<file path="config.mk">
export PLATFORM = sky130hd
export DESIGN_NAME = msb_first_bit_packer_flat
export DESIGN_NICKNAME = d
export VERILOG_FILES = /design/src/rtl/core/mbp_pkg.sv /design/src/rtl/core/mbp_item_if.sv /design/src/rtl/core/mbp_result_if.sv /design/src/rtl/core/mbp_front.sv /design/src/rtl/core/mbp_queue.sv /design/src/rtl/core/mbp_back.sv /design/src/rtl/core/msb_first_bit_packer.sv /design/src/flat_wrapper.sv
export SDC_FILE = /design/constraint.sdc
export NUM_CORES = 1
export LEC_CHECK = 0
export BUFFER_PORTS_ARGS = -buffer_cell sky130_fd_sc_hd__buf_2
export CAP_MARGIN = 40
export CORE_UTILIZATION = 33
export CTS_BUF_LIST = sky130_fd_sc_hd__clkbuf_2 sky130_fd_sc_hd__clkbuf_4 sky130_fd_sc_hd__clkbuf_8
export CTS_CLUSTER_SIZE = 40
export DETAILED_ROUTE_END_ITERATION = 16
export PLACE_DENSITY = 0.51
export SETUP_SLACK_MARGIN = 0.15
export SLEW_MARGIN = 10
export SYNTH_ARGS = -nofsm -noshare
export SYNTH_HDL_FRONTEND = slang
export SYNTH_SLANG_ARGS = --single-unit
</file>
<file path="constraint.sdc">
create_clock -name clk -period 10.76 [get_ports clk]
set_input_delay 1.076 -clock clk [delete_from_list [all_inputs] [get_ports clk]]
set_output_delay 1.076 -clock clk [all_outputs]
set_load 0.01 [all_outputs]
</file>
<file path="src/rtl/core/mbp_pkg.sv">
package mbp_pkg;

  // code and byte geometry
  localparam int unsigned CodeBits  = 32;
  localparam int unsigned LenBits   = 6;
  localparam int unsigned ByteBits  = 8;
  localparam int unsigned PendBits  = 7;
  localparam int unsigned CntBits   = 3;
  localparam int unsigned MaxBytes  = 4;
  localparam int unsigned WordBits  = CodeBits + ByteBits;

  localparam logic [LenBits-1:0] MaxLen = 6'd32;

  // item modes
  localparam logic ModePut   = 1'b0;
  localparam logic ModeFlush = 1'b1;

  // one queued group of completed bytes, first byte at index 0
  typedef struct packed {
    logic [MaxBytes-1:0][ByteBits-1:0] bytes;
    logic [1:0]                        last_idx;
  } mbp_entry_t;

  // queue fill status
  typedef struct packed {
    logic full;
    logic empty;
  } mbp_qstat_t;

  // partial byte held between items
  typedef struct packed {
    logic [PendBits-1:0] bits;
    logic [CntBits-1:0]  count;
  } mbp_pend_t;

endpackage

</file>
<file path="src/rtl/core/mbp_item_if.sv">
interface mbp_item_if;
  logic        valid;
  logic        ready;
  logic        mode;
  logic [5:0]  code_length;
  logic [31:0] code_value;

  modport source (output valid, output mode, output code_length, output code_value,
                  input ready);
  modport sink (input valid, input mode, input code_length, input code_value,
                output ready);
endinterface

</file>
<file path="src/rtl/core/mbp_result_if.sv">
interface mbp_result_if;
  logic       valid;
  logic       ready;
  logic [7:0] out_byte;
  logic       last_of_item;

  modport source (output valid, output out_byte, output last_of_item, input ready);
  modport sink (input valid, input out_byte, input last_of_item, output ready);
endinterface

</file>
<file path="src/rtl/core/mbp_front.sv">
module mbp_front
  import mbp_pkg::*;
(
  input  logic             clk,
  input  logic             rst,
  mbp_item_if.sink         item,
  input  mbp_qstat_t       qstat,
  output logic             push,
  output mbp_entry_t       push_entry,
  output mbp_pend_t        pend
);

  logic                 accept;
  logic                 is_flush;
  logic [LenBits-1:0]   len_sat;
  logic [LenBits-1:0]   eff_len;
  logic [CodeBits-1:0]  val_al;
  logic [WordBits-1:0]  word;
  logic [LenBits-1:0]   total;
  logic [CntBits-1:0]   nbytes;
  logic [CntBits-1:0]   rem;
  logic [ByteBits-1:0]  w_bytes [MaxBytes+1];
  logic [ByteBits-1:0]  part;
  mbp_pend_t            pend_next;

  // take items whenever the queue has room
  assign item.ready = !qstat.full;
  assign accept     = item.valid && item.ready;
  assign is_flush   = (item.mode == ModeFlush);

  // saturate length, flush appends nothing
  assign len_sat = (item.code_length > MaxLen) ? MaxLen : item.code_length;
  assign eff_len = is_flush ? '0 : len_sat;

  // code bits left-aligned, unused high bits drop off the top
  assign val_al = is_flush ? '0 : (item.code_value << (MaxLen - len_sat));

  // pending bits then code bits, oldest bit in the msb
  assign word = ({pend.bits, {(WordBits-PendBits){1'b0}}} << (3'd7 - pend.count))
              | ({val_al, {ByteBits{1'b0}}} >> pend.count);

  assign total  = {{(LenBits-CntBits){1'b0}}, pend.count} + eff_len;
  assign nbytes = total[LenBits-1:CntBits];
  assign rem    = total[CntBits-1:0];

  // byte lanes of the combined word
  for (genvar i = 0; i <= MaxBytes; i++) begin : g_lane
    assign w_bytes[i] = word[WordBits-1-ByteBits*i -: ByteBits];
  end

  for (genvar i = 0; i < MaxBytes; i++) begin : g_entry
    assign push_entry.bytes[i] = w_bytes[i];
  end

  // leftover bits sit in the lane after the last full byte
  assign part = w_bytes[nbytes];

  assign push_entry.last_idx = is_flush ? 2'd0 : 2'(nbytes - 3'd1);
  assign push = accept && (is_flush ? (pend.count != '0) : (nbytes != '0));

  // next partial-byte state
  always_comb begin
    if (is_flush) begin
      pend_next = '0;
    end else begin
      pend_next.bits  = PendBits'(part >> (4'd8 - {1'b0, rem}));
      pend_next.count = rem;
    end
  end

  always_ff @(posedge clk) begin
    if (rst) begin
      pend <= '0;
    end else if (accept) begin
      pend <= pend_next;
    end
  end

endmodule

</file>
<file path="src/rtl/core/mbp_queue.sv">
module mbp_queue
  import mbp_pkg::*;
(
  input  logic        clk,
  input  logic        rst,
  input  logic        push,
  input  mbp_entry_t  push_entry,
  input  logic        pop,
  output mbp_entry_t  head,
  output mbp_qstat_t  qstat
);

  mbp_entry_t mem [2];
  logic       wr_ptr;
  logic       rd_ptr;
  logic [1:0] fill;

  assign head        = mem[rd_ptr];
  assign qstat.full  = (fill == 2'd2);
  assign qstat.empty = (fill == 2'd0);

  // entry storage
  always_ff @(posedge clk) begin
    if (push) begin
      mem[wr_ptr] <= push_entry;
    end
  end

  // pointers and fill level
  always_ff @(posedge clk) begin
    if (rst) begin
      wr_ptr <= 1'b0;
      rd_ptr <= 1'b0;
      fill   <= 2'd0;
    end else begin
      if (push) begin
        wr_ptr <= !wr_ptr;
      end
      if (pop) begin
        rd_ptr <= !rd_ptr;
      end
      fill <= fill + {1'b0, push} - {1'b0, pop};
    end
  end

endmodule

</file>
<file path="src/rtl/core/mbp_back.sv">
module mbp_back
  import mbp_pkg::*;
(
  input  logic        clk,
  input  logic        rst,
  input  mbp_entry_t  head,
  input  mbp_qstat_t  qstat,
  output logic        pop,
  mbp_result_if.source result
);

  logic       load;
  logic       at_last;
  logic [1:0] idx;
  logic       o_valid;
  logic [7:0] o_byte;
  logic       o_last;

  // refill the output register when empty or being taken
  assign load    = !qstat.empty && (!o_valid || result.ready);
  assign at_last = (idx == head.last_idx);
  assign pop     = load && at_last;

  assign result.valid        = o_valid;
  assign result.out_byte     = o_byte;
  assign result.last_of_item = o_last;

  // byte index within the head entry
  always_ff @(posedge clk) begin
    if (rst) begin
      idx <= 2'd0;
    end else if (load) begin
      idx <= at_last ? 2'd0 : idx + 2'd1;
    end
  end

  // output register
  always_ff @(posedge clk) begin
    if (rst) begin
      o_valid <= 1'b0;
    end else if (load) begin
      o_valid <= 1'b1;
    end else if (result.ready) begin
      o_valid <= 1'b0;
    end
  end

  always_ff @(posedge clk) begin
    if (load) begin
      o_byte <= head.bytes[idx];
      o_last <= at_last;
    end
  end

endmodule

</file>
<file path="src/rtl/core/msb_first_bit_packer.sv">
// channel  | role   | payload                                  | transaction
// item     | sink   | mode, code_length[5:0], code_value[31:0] | valid && ready
// result   | source | out_byte[7:0], last_of_item              | valid && ready
//
// an item yields 0 to 4 bytes; items follow back to back while the queue has room
// the byte-wide result port sets the rate: an item with n bytes takes n handshakes there
// a 2-entry queue between the packing front and the byte sequencer absorbs bursts
// item.ready drops only while the queue is full; result stalls never stop the front early
// synchronous active-high rst clears the partial byte, queue and output register
module msb_first_bit_packer
  import mbp_pkg::*;
(
  input  logic         clk,
  input  logic         rst,
  mbp_item_if.sink     item,
  mbp_result_if.source result
);

  logic       push;
  logic       pop;
  mbp_entry_t push_entry;
  mbp_entry_t head;
  mbp_qstat_t qstat;
  mbp_pend_t  pend;

  // packing front
  mbp_front u_front (
    .clk        (clk),
    .rst        (rst),
    .item       (item),
    .qstat      (qstat),
    .push       (push),
    .push_entry (push_entry),
    .pend       (pend)
  );

  // byte group queue
  mbp_queue u_queue (
    .clk        (clk),
    .rst        (rst),
    .push       (push),
    .push_entry (push_entry),
    .pop        (pop),
    .head       (head),
    .qstat      (qstat)
  );

  // byte sequencer
  mbp_back u_back (
    .clk    (clk),
    .rst    (rst),
    .head   (head),
    .qstat  (qstat),
    .pop    (pop),
    .result (result)
  );

  // checks
  a_no_overflow: assert property (@(posedge clk) disable iff (rst)
    push |-> !qstat.full) else $error("queue written while full");

  a_no_underflow: assert property (@(posedge clk) disable iff (rst)
    pop |-> !qstat.empty) else $error("queue read while empty");

  a_pend_clean: assert property (@(posedge clk) disable iff (rst)
    (pend.bits >> pend.count) == '0) else $error("stale bits above pending count");

  a_flush_clears: assert property (@(posedge clk) disable iff (rst)
    (item.valid && item.ready && item.mode == ModeFlush) |=> pend.count == '0)
    else $error("flush left pending bits");

endmodule

</file>
<file path="src/flat_wrapper.sv">
// flat-port wrapper written by rule: the top's interface ports become plain ports
module msb_first_bit_packer_flat import mbp_pkg::*;
  (clk, rst, item_valid, item_mode, item_code_length, item_code_value, item_ready, result_valid, result_out_byte, result_last_of_item, result_ready);
  mbp_item_if item_i ();
  mbp_result_if result_i ();
  input  logic clk;
  input  logic rst;
  input wire logic [$bits(item_i.valid)-1:0] item_valid;
  input wire logic [$bits(item_i.mode)-1:0] item_mode;
  input wire logic [$bits(item_i.code_length)-1:0] item_code_length;
  input wire logic [$bits(item_i.code_value)-1:0] item_code_value;
  output wire logic [$bits(item_i.ready)-1:0] item_ready;
  output wire logic [$bits(result_i.valid)-1:0] result_valid;
  output wire logic [$bits(result_i.out_byte)-1:0] result_out_byte;
  output wire logic [$bits(result_i.last_of_item)-1:0] result_last_of_item;
  input wire logic [$bits(result_i.ready)-1:0] result_ready;
  assign item_i.valid = item_valid;
  assign item_i.mode = item_mode;
  assign item_i.code_length = item_code_length;
  assign item_i.code_value = item_code_value;
  assign item_ready = item_i.ready;
  assign result_valid = result_i.valid;
  assign result_out_byte = result_i.out_byte;
  assign result_last_of_item = result_i.last_of_item;
  assign result_i.ready = result_ready;
  msb_first_bit_packer u_core (.clk(clk), .rst(rst), .item(item_i), .result(result_i));
endmodule
</file>
# --- Word-level counts from Yosys, hierarchy flattened ---
# Memories as Yosys holds them, arrays and structs flattened. A register that Yosys moved wholly into a read port is not among the register bits.
# Index checks and enable logic that the tools add are counted.
word_totals:
  inputBits: 43
  ram_bits: 68
  memories: 1
  elab_cells: 61
  ff_bits: 26
  output_inout_bits: 11
op_classes:
  eq_ne: 2
  reduce_logical: 14
  bitwise: 2
  add_sub_neg: 8
  mux: 18
  order_cmp: 3
  shift: 4
memory_table:
  columns: ["name", "depth", "word_bits", "read_ports", "rd_clocked_by_memory_dff", "write_ports", "line", "text"]
  rows:
  - ["u_core.u_queue.mem", 2, 34, 1, 1, 1, "mbp_queue.sv:13", "mbp_entry_t mem [2];"]
ops:
  columns: ["cell", "n"]
  rows:
  - ["OR 40 bit", 1]
  - ["left shift 40 x 3 -> 40 bit", 1]
  - [">> shifter 40 x 3 -> 40 bit", 1]
  - ["2-to-1 mux 32 bit", 1]
  - ["left shift 32 x 6 -> 32 bit", 1]
  - ["binary-select mux 8 bit (select 3 bit)", 1]
  - ["2-to-1 mux 8 bit", 3]
  - ["binary-select mux 8 bit (select 2 bit)", 1]
  - ["2-to-1 mux 6 bit", 2]
  - ["2-to-1 mux 10 bit", 1]
  - [">> shifter 8 x 4 -> 7 bit", 1]
  - ["2-to-1 mux 1 bit", 7]
  - ["adder 3 x 6 -> 6 bit", 1]
  - ["greater-than comparator 6 bit, second input constant", 1]
  - ["nonzero test 3 bit", 2]
  - ["subtractor 6 bit, first input constant", 1]
  - ["zero test 1 bit", 5]
  - ["greater-or-equal comparator 4 bit, second input constant", 1]
  - ["logical AND 1 bit", 4]
  - ["2-to-1 mux 2 bit", 2]
  - ["inverter 3 -> 4 bit", 1]
  - ["subtractor 4 x 3 -> 4 bit, first input constant", 1]
  - ["< comparator 2 x 3 -> 1 bit, second input constant", 1]
  - ["subtractor 3 bit, first input constant", 1]
  - ["other kinds (9)", 9]

# --- Logic depth before layout (Yosys ltp) ---
# Gate-level depths: netlist (run 1).
logic_depth:
  word_depth: 12
  ltp_mapped: 21
  ltp_nobuf: 18

# --- Cells and area by module ---
# Synthesis (run 1) repeated with hierarchy kept, for this count alone.
hier_totals:
  cells_unflattened: 932
  area_unflattened_um2: 9027.4
modules_own_cells:
  columns: ["module", "area_per_inst_um2", "n_inst", "cells_per_inst", "seq_area_each_um2"]
  rows:
  - ["mbp_front", 5557.8, 1, 763, 200.2]
  - ["mbp_queue", 2825.2, 1, 127, 2142.1]
  - ["mbp_back", 644.4, 1, 42, 330.3]

# --- Worst setup path after synthesis (run 1) ---
# OpenSTA, ideal clock, no wires.
synth_path:
  kind: "input -> register"
  start: "input port item_code_length[0]"
  end: "memory u_core.u_queue.mem[0][0] in the netlist's numbering, enable pin"
  arrival_time_ns: 5.264
  setup_time_ns: 0.425
  path_slack_ns: 5.071
  path_stages: 16
  n_path_buf: 3
  cell_sequence: "buf_6 > nor2b_1 > clkinv_1 > buf_1 > buf_2 > nor2_1 > ha_1 > fa_1 > a21oi_1 > o21a_1 > o21a_1 > inv_1 > ha_1 > nand2_1 > o21ai_0 > nor2_1"
synth_via:
  elab_chain_len: 9
synth_lines:
  columns: ["item", "line", "text"]
  rows:
  - ["start, declared", "flat_wrapper.sv:10", "input wire logic [$bits(item_i.code_length)-1:0] item_code_length;"]
  - ["greater-than comparator 6 bit", "mbp_front.sv:32", "assign len_sat = (item.code_length > MaxLen) ? MaxLen : item.code_length;"]
  - ["2-to-1 mux 6 bit *", "mbp_front.sv:32", null]
  - ["2-to-1 mux 6 bit *", "mbp_front.sv:33", "assign eff_len = is_flush ? '0 : len_sat;"]
  - ["adder 3 x 6 -> 6 bit *", "mbp_front.sv:42", "assign total = {{(LenBits-CntBits){1'b0}}, pend.count} + eff_len;"]
  - ["nonzero test 3 bit *", "mbp_front.sv:59", "assign push = accept && (is_flush ? (pend.count != '0) : (nbytes != '0));"]
  - ["2-to-1 mux 1 bit *", "mbp_front.sv:59", null]
  - ["logical AND 1 bit *", "mbp_front.sv:59", null]
  - ["2-to-1 mux 1 bit *", "mbp_queue.sv:24", "if (push) begin"]
  - ["2-to-1 mux 1 bit (implied by the code) *", "mbp_queue.sv:25", "mem[wr_ptr] <= push_entry;"]
  - ["end, declared", "mbp_queue.sv:13", null]
# Every way passes the cells marked *; elsewhere a longest branch is shown, timed or not.

# --- Final worst setup path (run 1) ---
layout_path:
  start: "input port item_code_length[5]"
  end: "register, netlist name u_core.u_front.pend[5]"
layout_via:
  elab_chain_len: 12
layout_lines:
  columns: ["item", "line", "text"]
  rows:
  - ["greater-than comparator 6 bit", "mbp_front.sv:32", null]
  - ["2-to-1 mux 6 bit *", "mbp_front.sv:32", null]
  - ["subtractor 6 bit", "mbp_front.sv:36", "assign val_al = is_flush ? '0 : (item.code_value << (MaxLen - len_sat));"]
  - ["left shift 32 x 6 -> 32 bit", "mbp_front.sv:36", null]
  - ["2-to-1 mux 32 bit", "mbp_front.sv:36", null]
  - [">> shifter 40 x 3 -> 40 bit", "mbp_front.sv:40", "| ({val_al, {ByteBits{1'b0}}} >> pend.count);"]
  - ["OR 40 bit", "mbp_front.sv:40", null]
  - ["binary-select mux 8 bit (select 3 bit)", "mbp_front.sv:56", "assign part = w_bytes[nbytes];"]
  - ["2-to-1 mux 8 bit (implied by the code) (2 in a row)", "mbp_front.sv:56", null]
  - [">> shifter 8 x 4 -> 7 bit *", "mbp_front.sv:66", "pend_next.bits = PendBits'(part >> (4'd8 - {1'b0, rem}));"]
  - ["2-to-1 mux 10 bit *", "mbp_front.sv:63", "if (is_flush) begin"]
# Every way passes the cells marked *; elsewhere a longest branch is shown, timed or not. The select of a mux whose other input is x is not followed.
# A chain may end at the register's enable or synchronous reset.

==> results of run 1 <==
[critical path, delay by kind of cell]
kind / cells / cell delay, ps
buffers and inverters: 3 / 850
AOI/OAI and AO/OA: 7 / 2150
and+or+nand+nor: 4 / 1500
muxes: 1 / 640
adders and majority gates: 1 / 290
[layout make-up]
cell class | count | area, um^2
fillers | 2690 | 16600
multi-input cells | 772 | 5860
flip-flops and latches | 95 | 2680
repair buffers | 80 | 495
well taps | 335 | 419
clock buffers | 9 | 124
inverters | 21 | 78.8
clock inverters | 7 | 38.8
[power groups by stage]
stage                     combinational [W]  sequential [W]  clock (W)
after floorplan                    0.000377        0.000500          0
after global placement             0.000547        0.000499          0
after detailed placement           0.000555        0.000494          0
after CTS                          0.000557        0.000486   0.000211
after global routing               0.000607        0.000490   0.000226
final                              0.000562        0.000484   0.000202
[logic make-up (layout without fill, tap and decap cells)]
logic type               count (synthesis)  in the layout  share of synthesized area, %
AND/OR/NAND/NOR                        323            323                          17.9
AO/OA/AOI/OAI                          296            296                          24.3
multiplexers                           133            133                          20.8
flip-flops                              95             95                          29.9
buffers and inverters                   94            117                          4.65
XOR/XNOR                                11             11                          1.08
adder cells (fa/ha/maj)                  9              9                          1.35
[path summary, 6_finish.rpt]
path	startpoint	end	slack, ps	depth (start not counted)
min	u_core.u_front.pend[8]	u_core.u_front.pend[8]	470	2
max reg2reg	u_core.u_front.pend[2]	u_core.u_front.pend[5]	6210	13
min reg2reg	u_core.u_front.pend[8]	u_core.u_front.pend[8]	470	2
max	item_code_length[5]	u_core.u_front.pend[5]	4510	16
[placed cells by master, fill, tap and decap left out, types with 8 or more instances in the layout]
cell type / count
sky130_fd_sc_hd__a21o_1: 10
sky130_fd_sc_hd__mux2_2: 33
sky130_fd_sc_hd__edfxtp_1: 77
sky130_fd_sc_hd__inv_1: 18
sky130_fd_sc_hd__nor2_1: 103
sky130_fd_sc_hd__xnor2_1: 8
sky130_fd_sc_hd__or3_1: 9
sky130_fd_sc_hd__o211ai_1: 14
sky130_fd_sc_hd__nand2_1: 74
sky130_fd_sc_hd__a21oi_1: 47
sky130_fd_sc_hd__nor3_1: 28
sky130_fd_sc_hd__or2_2: 8
sky130_fd_sc_hd__o2111ai_1: 8
sky130_fd_sc_hd__mux2i_1: 61
sky130_fd_sc_hd__nand4_1: 10
sky130_fd_sc_hd__a221oi_1: 12
sky130_fd_sc_hd__o221ai_1: 9
sky130_fd_sc_hd__buf_2: 53
sky130_fd_sc_hd__and2_1: 9
sky130_fd_sc_hd__dfxtp_1: 16
sky130_fd_sc_hd__a2111oi_0: 9
sky130_fd_sc_hd__mux4_2: 38
sky130_fd_sc_hd__o21ai_0: 44
sky130_fd_sc_hd__a31oi_1: 18
sky130_fd_sc_hd__a22oi_1: 8
sky130_fd_sc_hd__a211oi_1: 16
sky130_fd_sc_hd__nor4_1: 11
sky130_fd_sc_hd__clkbuf_8: 9
sky130_fd_sc_hd__nand3_1: 32
sky130_fd_sc_hd__buf_4: 24
sky130_fd_sc_hd__o22ai_1: 11
[layer usage]
| metal | GRT usage [%] | vias to the layer above | wire, um |
|---|---|---|---|
| met3 | 2.61 | 88 | 2170 |
| li1 | - | 3859 | - |
| met2 | 34.5 | 416 | 13700 |
| met1 | 31.9 | 4060 | 14000 |
| met5 | 0 | - | 0 |
| met4 | 9.74 | 0 | 1240 |
[metrics by stage]
stage / power (W) / util (%)
floorplan: 0.000877 / -
CTS: 0.00125 / 36.9
global placement: 0.00105 / 36.1
detailed placement: 0.00105 / 36.3
global route: 0.00132 / 36.9
finish: 0.00125 / 36.9
[flip-flops by register name, indices dropped and copies added (netlist names), named ones only]
| name | flops |
|---|---|
| u_core.u_back.result.valid | 1 |
| u_core.u_front.pend | 10 |
| u_core.u_queue.fill | 2 |
| u_core.u_queue.wr_ptr | 1 |
| u_core.u_queue.mem | 68 |
| u_core.u_queue.rd_ptr | 1 |
| u_core.u_back.result.out_byte | 8 |
| u_core.u_back.result.last_of_item | 1 |
| u_core.u_back.idx | 2 |
==> impl_results.rst, run 1 <==
.. list-table::
   :header-rows: 1

   * - Metric
     - Value
   * - Outcome
     - finished, violations left
   * - Violations in the final reports
     - DRC
   * - Highest-delay cell along the critical path
     - sky130_fd_sc_hd__a2111oi_0
   * - Smallest hold slack
     - approximately 470 ps
   * - Root buffer cell
     - sky130_fd_sc_hd__clkbuf_8
   * - Vertical extent of the die
     - around 170 um
   * - Maximum vdd drop
     - 0.0563 mV
   * - Unrepaired setup endpoints after global routing
     - false
   * - Global routing usage summed across all routing layers
     - 22.5%
   * - Proportion of register bits with asynchronous set or reset after synthesis
     - 0%
   * - Power per cell area
     - 129 nW/um^2
   * - Startpoint types
     - primary input
   * - Number of input and output port buffers inserted
     - 53
   * - Number of antenna violations at the first check in global routing
     - 0
   * - Final count of negative-setup-slack endpoints
     - 0
   * - Delay of the slowest critical-path stage
     - 780 ps
   * - Number of distinct library cell variants in the gate-level netlist after synthesis
     - 89
   * - Global placer's final weighted congestion
     - 0.942
   * - Vias/cell
     - 6.39
   * - Pin count of the biggest net entering global routing
     - 54
   * - Number of levels in the clock H-tree
     - 3
   * - Row count
     - 59
   * - Die W
     - 166 um
   * - CTS tree
     - done
   * - Count of maximum capacitance violations
     - 0
   * - Worst path setup slack after routing
     - 4510 ps
   * - Most frequent cells after synthesis
     - 105 x sky130_fd_sc_hd__nor2_1, 77 x sky130_fd_sc_hd__edfxtp_1, 74 x sky130_fd_sc_hd__nand2_1
   * - Instance count of the mapped netlist
     - 961
   * - Die footprint
     - 27700 um^2
   * - Total standard cell area after synthesis
     - between 8000 and 9000 um^2
   * - Critical path data required time
     - ~11000 ps
   * - Area share of the largest cell type after synthesis
     - 25.9%
   * - Drt wl/cell
     - roughly 24 um
   * - Total net switching power
     - 0.000483 W
   * - Transition at the pin with the smallest max-transition slack
     - roughly 1000 ps
   * - Pre-CTS setup slack
     - about 4300 ps
   * - Number of clock sinks
     - 95
   * - Worst slew margin relative to its limit
     - 32.8%
   * - Leading cell type by number of instances after synthesis
     - sky130_fd_sc_hd__nor2_1
   * - Worst setup EP type
     - flip-flop
   * - Dpl hpwl
     - 23600 um
   * - CTS Buf Count
     - 9
   * - Yosys warnings
     - 0
   * - Iteration count of the initial detailed-routing pass
     - 11
   * - Fraction of power spent switching nets
     - 38.7%
   * - Wirelength, routed
     - roughly 31000 um
   * - Clock slew at reported path FFs
     - 90 ps
   * - Cell-by-cell listing of the critical path
     - buf_2, nor2b_4, buf_4, clkinv_1, ha_2, or3b_2, nand3_2, mux2i_1, a31o_2, a21oi_1, a311o_1, a2111oi_0, a31oi_1, nor3_1, a221oi_1, a211oi_1
   * - Count of flip-flops with a built-in enable after synthesis
     - 77
   * - Latest clock arrival within the worst-skew pair
     - 360 ps
   * - Post-Synthesis Mean Instance Area
     - ~9.3 um^2
   * - Combinational share of power
     - 45.0%
   * - Number of buffers inserted by post-CTS setup repair
     - 0
   * - Fmax
     - 160 MHz
   * - Buffer levels on the longest clock path
     - 2
   * - Top FF cell, synth
     - sky130_fd_sc_hd__edfxtp_1
   * - Internal power contribution
     - 0.000765 W
   * - Via total after detailed routing
     - 8423
   * - Diode count
     - 0
   * - Final Hold Fails
     - 0
   * - Placeable core region
     - roughly 26000 um^2
   * - Fraction of layout cells with a size suffix above 1
     - 20.9%
   * - Post-layout min period
     - about 6300 ps
   * - Number of ports placed on the die boundary
     - 54
   * - Dominant cell type by area after synthesis
     - sky130_fd_sc_hd__edfxtp_1
   * - Final max-slew violation count
     - 0
   * - Sequential share of power
     - between 30 and 40%
   * - Static leakage
     - around 3.4 nW
   * - Arrival time worst endpoint
     - roughly 6500 ps
   * - Sequential-to-total area share from yosys stat
     - 29.9%
   * - Final layout net count
     - 1031
   * - DRC violation count after routing
     - 1
   * - Initial core utilization
     - 34.0%
   * - Synthesized netlist net count
     - 1013
   * - Post-route clock period utilization
     - 58.1%
   * - Crit path max fanout
     - 40
   * - Detail Route Antenna Nets
     - 0
   * - Area post-placement
     - between 9000 and 10000 um^2
   * - First-pass GRT wire length
     - 48700 um
   * - Finished Cell Area
     - 9690 um^2
   * - Signed area change from the synthesized netlist to the final layout
     - 8.56%
   * - Total of hold buffers inserted after clock tree synthesis
     - 0
   * - Starting DRT DRC Count
     - 1049
   * - Final-layout setup total negative slack
     - 0 ps
   * - Cell count after placement
     - 1303
   * - Post-cts resize count
     - 0
   * - Clock network power share
     - roughly 16%
   * - HP Class
     - flip-flop to flip-flop
   * - Clk_skew
     - between 8 and 9 ps
   * - Kind of critical path
     - primary input to flip-flop
   * - Final instance count without filler cells
     - 1319
   * - Vias in the first global route
     - 8026
   * - Flops & latches, synth
     - 95
   * - Synth area leaders
     - sky130_fd_sc_hd__edfxtp_1 26%, sky130_fd_sc_hd__mux4_2 9.6%, sky130_fd_sc_hd__mux2i_1 6.8%
   * - Aggregate global routing overflow
     - 0
No activity file was read; power rests on OpenSTA's default activity.
==> run 2, diff against run 1 <==
ABC_AREA = 1   (was unset)
clock period = 6 ns   (was 10.76 ns; I/O delays follow)
==> impl_results.rst, run 2 <==
.. list-table::
   :header-rows: 1

   * - Metric
     - Value
   * - Drt wl/cell
     - 16.6 um
   * - First-pass GRT wire length
     - 41900 um
   * - Worst flop-to-flop path startpoint
     - u_core.u_front.pend[0]
   * - Power per cell area
     - 255 nW/um^2
   * - Number of ports placed on the die boundary
     - 54
   * - Area of the multi-input gates
     - 4700 um^2
   * - Global placer's final weighted congestion
     - 0.931
   * - Signed area change from the synthesized netlist to the final layout
     - 7.38%
   * - Final Hold Fails
     - 0
   * - Post-route clock period utilization
     - 77.9%
   * - Arrival time worst endpoint
     - 5000 ps
   * - Final-layout setup total negative slack
     - 0 ps
   * - Fraction of power spent switching nets
     - between 40% and 50%
   * - Most frequent cells in the layout
     - 390 x sky130_fd_sc_hd__nand3_1, 302 x sky130_fd_sc_hd__nand2_1, 97 x sky130_fd_sc_hd__nor2_1
   * - Number of levels in the clock H-tree
     - 3
   * - Die W
     - 158 um
   * - Internal power contribution
     - 0.00131 W
   * - Clk_skew
     - approximately 17 ps
   * - Crit path max fanout
     - 43
   * - Leading cell type by number of instances after synthesis
     - sky130_fd_sc_hd__nand3_1
   * - Startpoint types
     - primary input
   * - Count of flip-flops with a built-in enable after synthesis
     - just under 80
   * - Number of clock sinks
     - 95
   * - Area share of the largest cell type after synthesis
     - 28.7%
   * - Fraction of layout cells with a size suffix above 1
     - 9.14%
   * - Wirelength, routed
     - ~26000 um
   * - Kind of critical path
     - primary input to flip-flop
   * - Final layout net count
     - 1284
   * - Pin count of the biggest net entering global routing
     - 45
   * - Latest clock arrival within the worst-skew pair
     - 380 ps
   * - CTS Buf Count
     - 9
   * - Global routing usage summed across all routing layers
     - a little over a fifth
   * - Register area
     - about 2700 um^2
   * - Synthesized netlist net count
     - about 1300
   * - Starting DRT DRC Count
     - ~830
   * - Dominant cell type by area after synthesis
     - sky130_fd_sc_hd__edfxtp_1
   * - Total net switching power
     - 0.000895 W
   * - Unrepaired setup endpoints after global routing
     - false
   * - Outcome
     - completed
   * - Initial core utilization
     - 34.0%
   * - Startpoint of the tightest hold check path
     - u_core.u_front.pend[9]
   * - Detail Route Antenna Nets
     - 0
   * - Number of antenna violations at the first check in global routing
     - 0
   * - Iteration count of the initial detailed-routing pass
     - 5
   * - Transition at the pin with the smallest max-transition slack
     - ~800 ps
   * - Clock slew at reported path FFs
     - 90 ps
   * - HP Class
     - flip-flop to flip-flop
   * - Total of hold buffers inserted after clock tree synthesis
     - 0
   * - Post-layout min period
     - 4680 ps
   * - Proportion of register bits with asynchronous set or reset after synthesis
     - 0%
   * - Worst slew margin relative to its limit
     - between 40% and 50%
   * - Row count
     - between 50 and 60
   * - Critical path data required time
     - 6320 ps
   * - Final max-slew violation count
     - 0
   * - Vias in the first global route
     - 7698
   * - Aggregate global routing overflow
     - 0
   * - Static leakage
     - 3.77 nW
   * - Sequential-to-total area share from yosys stat
     - between 30 and 40%
   * - Yosys warnings
     - 0
   * - Vias/cell
     - 5.43
   * - Buffer levels on the longest clock path
     - 2
   * - Commonest non-fill, non-tap cell in the layout
     - sky130_fd_sc_hd__nand3_1
   * - Number of input and output port buffers inserted
     - 53
   * - Placeable core region
     - 23700 um^2
   * - Most frequent cells after synthesis
     - 390 x sky130_fd_sc_hd__nand3_1, 302 x sky130_fd_sc_hd__nand2_1, 99 x sky130_fd_sc_hd__nor2_1
   * - Number of buffers inserted by post-CTS setup repair
     - 0
   * - Vertical extent of the die
     - 158 um
   * - Filler instances
     - 2695
   * - Total standard cell area after synthesis
     - 8050 um^2
   * - CTS tree
     - done
   * - Diode count
     - 0
   * - Flops & latches, synth
     - 95
   * - Instance count of the mapped netlist
     - 1229
   * - Biggest register
     - u_core.u_queue.mem
   * - Post-Synthesis Mean Instance Area
     - 6.55 um^2
   * - Sequential share of power
     - 39.5%
   * - DRC violation count after routing
     - 0
   * - Top FF cell, synth
     - sky130_fd_sc_hd__edfxtp_1
   * - Final count of negative-setup-slack endpoints
     - 0
   * - Post-cts resize count
     - 0
   * - Fmax
     - 214 MHz
   * - Critical Path Start
     - item_code_length[2]
   * - Count of maximum capacitance violations
     - 0
   * - Via total after detailed routing
     - 8456
   * - Tot Pwr
     - ~0.0022 W
   * - Dpl hpwl
     - 19200 um
   * - Maximum vdd drop
     - between 0.1 and 0.15 mV
   * - Flip-flop count of the largest register after layout
     - between 60 and 70
   * - Synth area leaders
     - sky130_fd_sc_hd__edfxtp_1 29%, sky130_fd_sc_hd__nand3_1 24%, sky130_fd_sc_hd__nand2_1 14%
   * - Die footprint
     - 25000 um^2
   * - Number of distinct library cell variants in the gate-level netlist after synthesis
     - 41
   * - Worst setup EP type
     - flip-flop
   * - Root buffer cell
     - sky130_fd_sc_hd__clkbuf_8
   * - Combinational share of power
     - 41.4%
   * - Clock network power share
     - 19.2%
[run 2: worst max-delay path, cell delays in order]
cell	delay [ps]
sky130_fd_sc_hd__buf_2	140
sky130_fd_sc_hd__nor2_1	140
sky130_fd_sc_hd__nand3_2	100
sky130_fd_sc_hd__nand2_4	370
sky130_fd_sc_hd__nand2_4	380
sky130_fd_sc_hd__ha_1	390
sky130_fd_sc_hd__inv_1	90
sky130_fd_sc_hd__nand3_1	90
sky130_fd_sc_hd__nand2_2	630
sky130_fd_sc_hd__nand3_1	180
sky130_fd_sc_hd__nand2_1	150
sky130_fd_sc_hd__nand2_1	60
sky130_fd_sc_hd__nand2_1	120
sky130_fd_sc_hd__nand2_1	110
sky130_fd_sc_hd__nand2_1	200
sky130_fd_sc_hd__nand3_2	110
sky130_fd_sc_hd__o21ai_2	230
sky130_fd_sc_hd__o21ai_0	90
sky130_fd_sc_hd__nand3b_1	260
sky130_fd_sc_hd__nand3_1	150
sky130_fd_sc_hd__nand2_1	60
sky130_fd_sc_hd__nand2_1	70
sky130_fd_sc_hd__nand3_1	80
sky130_fd_sc_hd__nand3_1	70
sky130_fd_sc_hd__nand2_1	50
sky130_fd_sc_hd__inv_1	40
[run 2: layout make-up]
class,count,area share [%]
Clock buffer,9,1.43
Multi-Input combinational cell,978,54.3
Inverter,79,3.43
Timing Repair Buffer,69,4.46
Clock inverter,7,0.810
Sequential cell,95,30.9
Tap cell,319,4.62
[run 2: cell families after synthesis]
group                    Yosys count  synth area share, %
adder cells (fa/ha/maj)            9                 1.49
XOR/XNOR                           6                0.653
buffers and inverters            156                 8.51
AND/OR/NAND/NOR                  845                 47.9
AO/OA/AOI/OAI                    118                 8.25
flip-flops                        95                 33.2
[run 2: final timing paths]
check                           end  cells past startpoint  slack [ps]
max          u_core.u_front.pend[3]                     26        1320
min          u_core.u_front.pend[9]                      2         480
max reg2reg  u_core.u_front.pend[3]                     21        2620
min reg2reg  u_core.u_front.pend[9]                      2         480
[run 2: per-stage QoR]
stage                     setup slack [ps]  util [%]  instances  hold slack [ps]  area [um^2]
final                                 1320      36.5       1556              482         8650
after global routing                   897      36.5       1556              493         8650
after CTS                             1360      36.5       1556              478         8650
after detailed placement               971      35.7       1540              464         8450
after global placement                1010      35.7       1540              455         8450
after floorplan                       1270         -       1229              443         8050
[run 2: power by group through the flow]
| stage | logic [W] | registers [W] | clock network (W) |
|---|---|---|---|
| detailed placement | 0.000915 | 0.000887 | 0 |
| finish | 0.000913 | 0.000870 | 0.000422 |
| CTS | 0.000918 | 0.000872 | 0.000440 |
| global route | 0.00104 | 0.000884 | 0.000458 |
| global placement | 0.000915 | 0.000887 | 0 |
| floorplan | 0.000633 | 0.000897 | 0 |
[run 2: layer usage]
| metal | track usage [%] | part of all wire (%) |
|---|---|---|
| met4 | 5.40 | 1.5 |
| met5 | 0 | 0 |
| met3 | 2.52 | 5.0 |
| met1 | 29.9 | 47 |
| met2 | 35.1 | 46 |
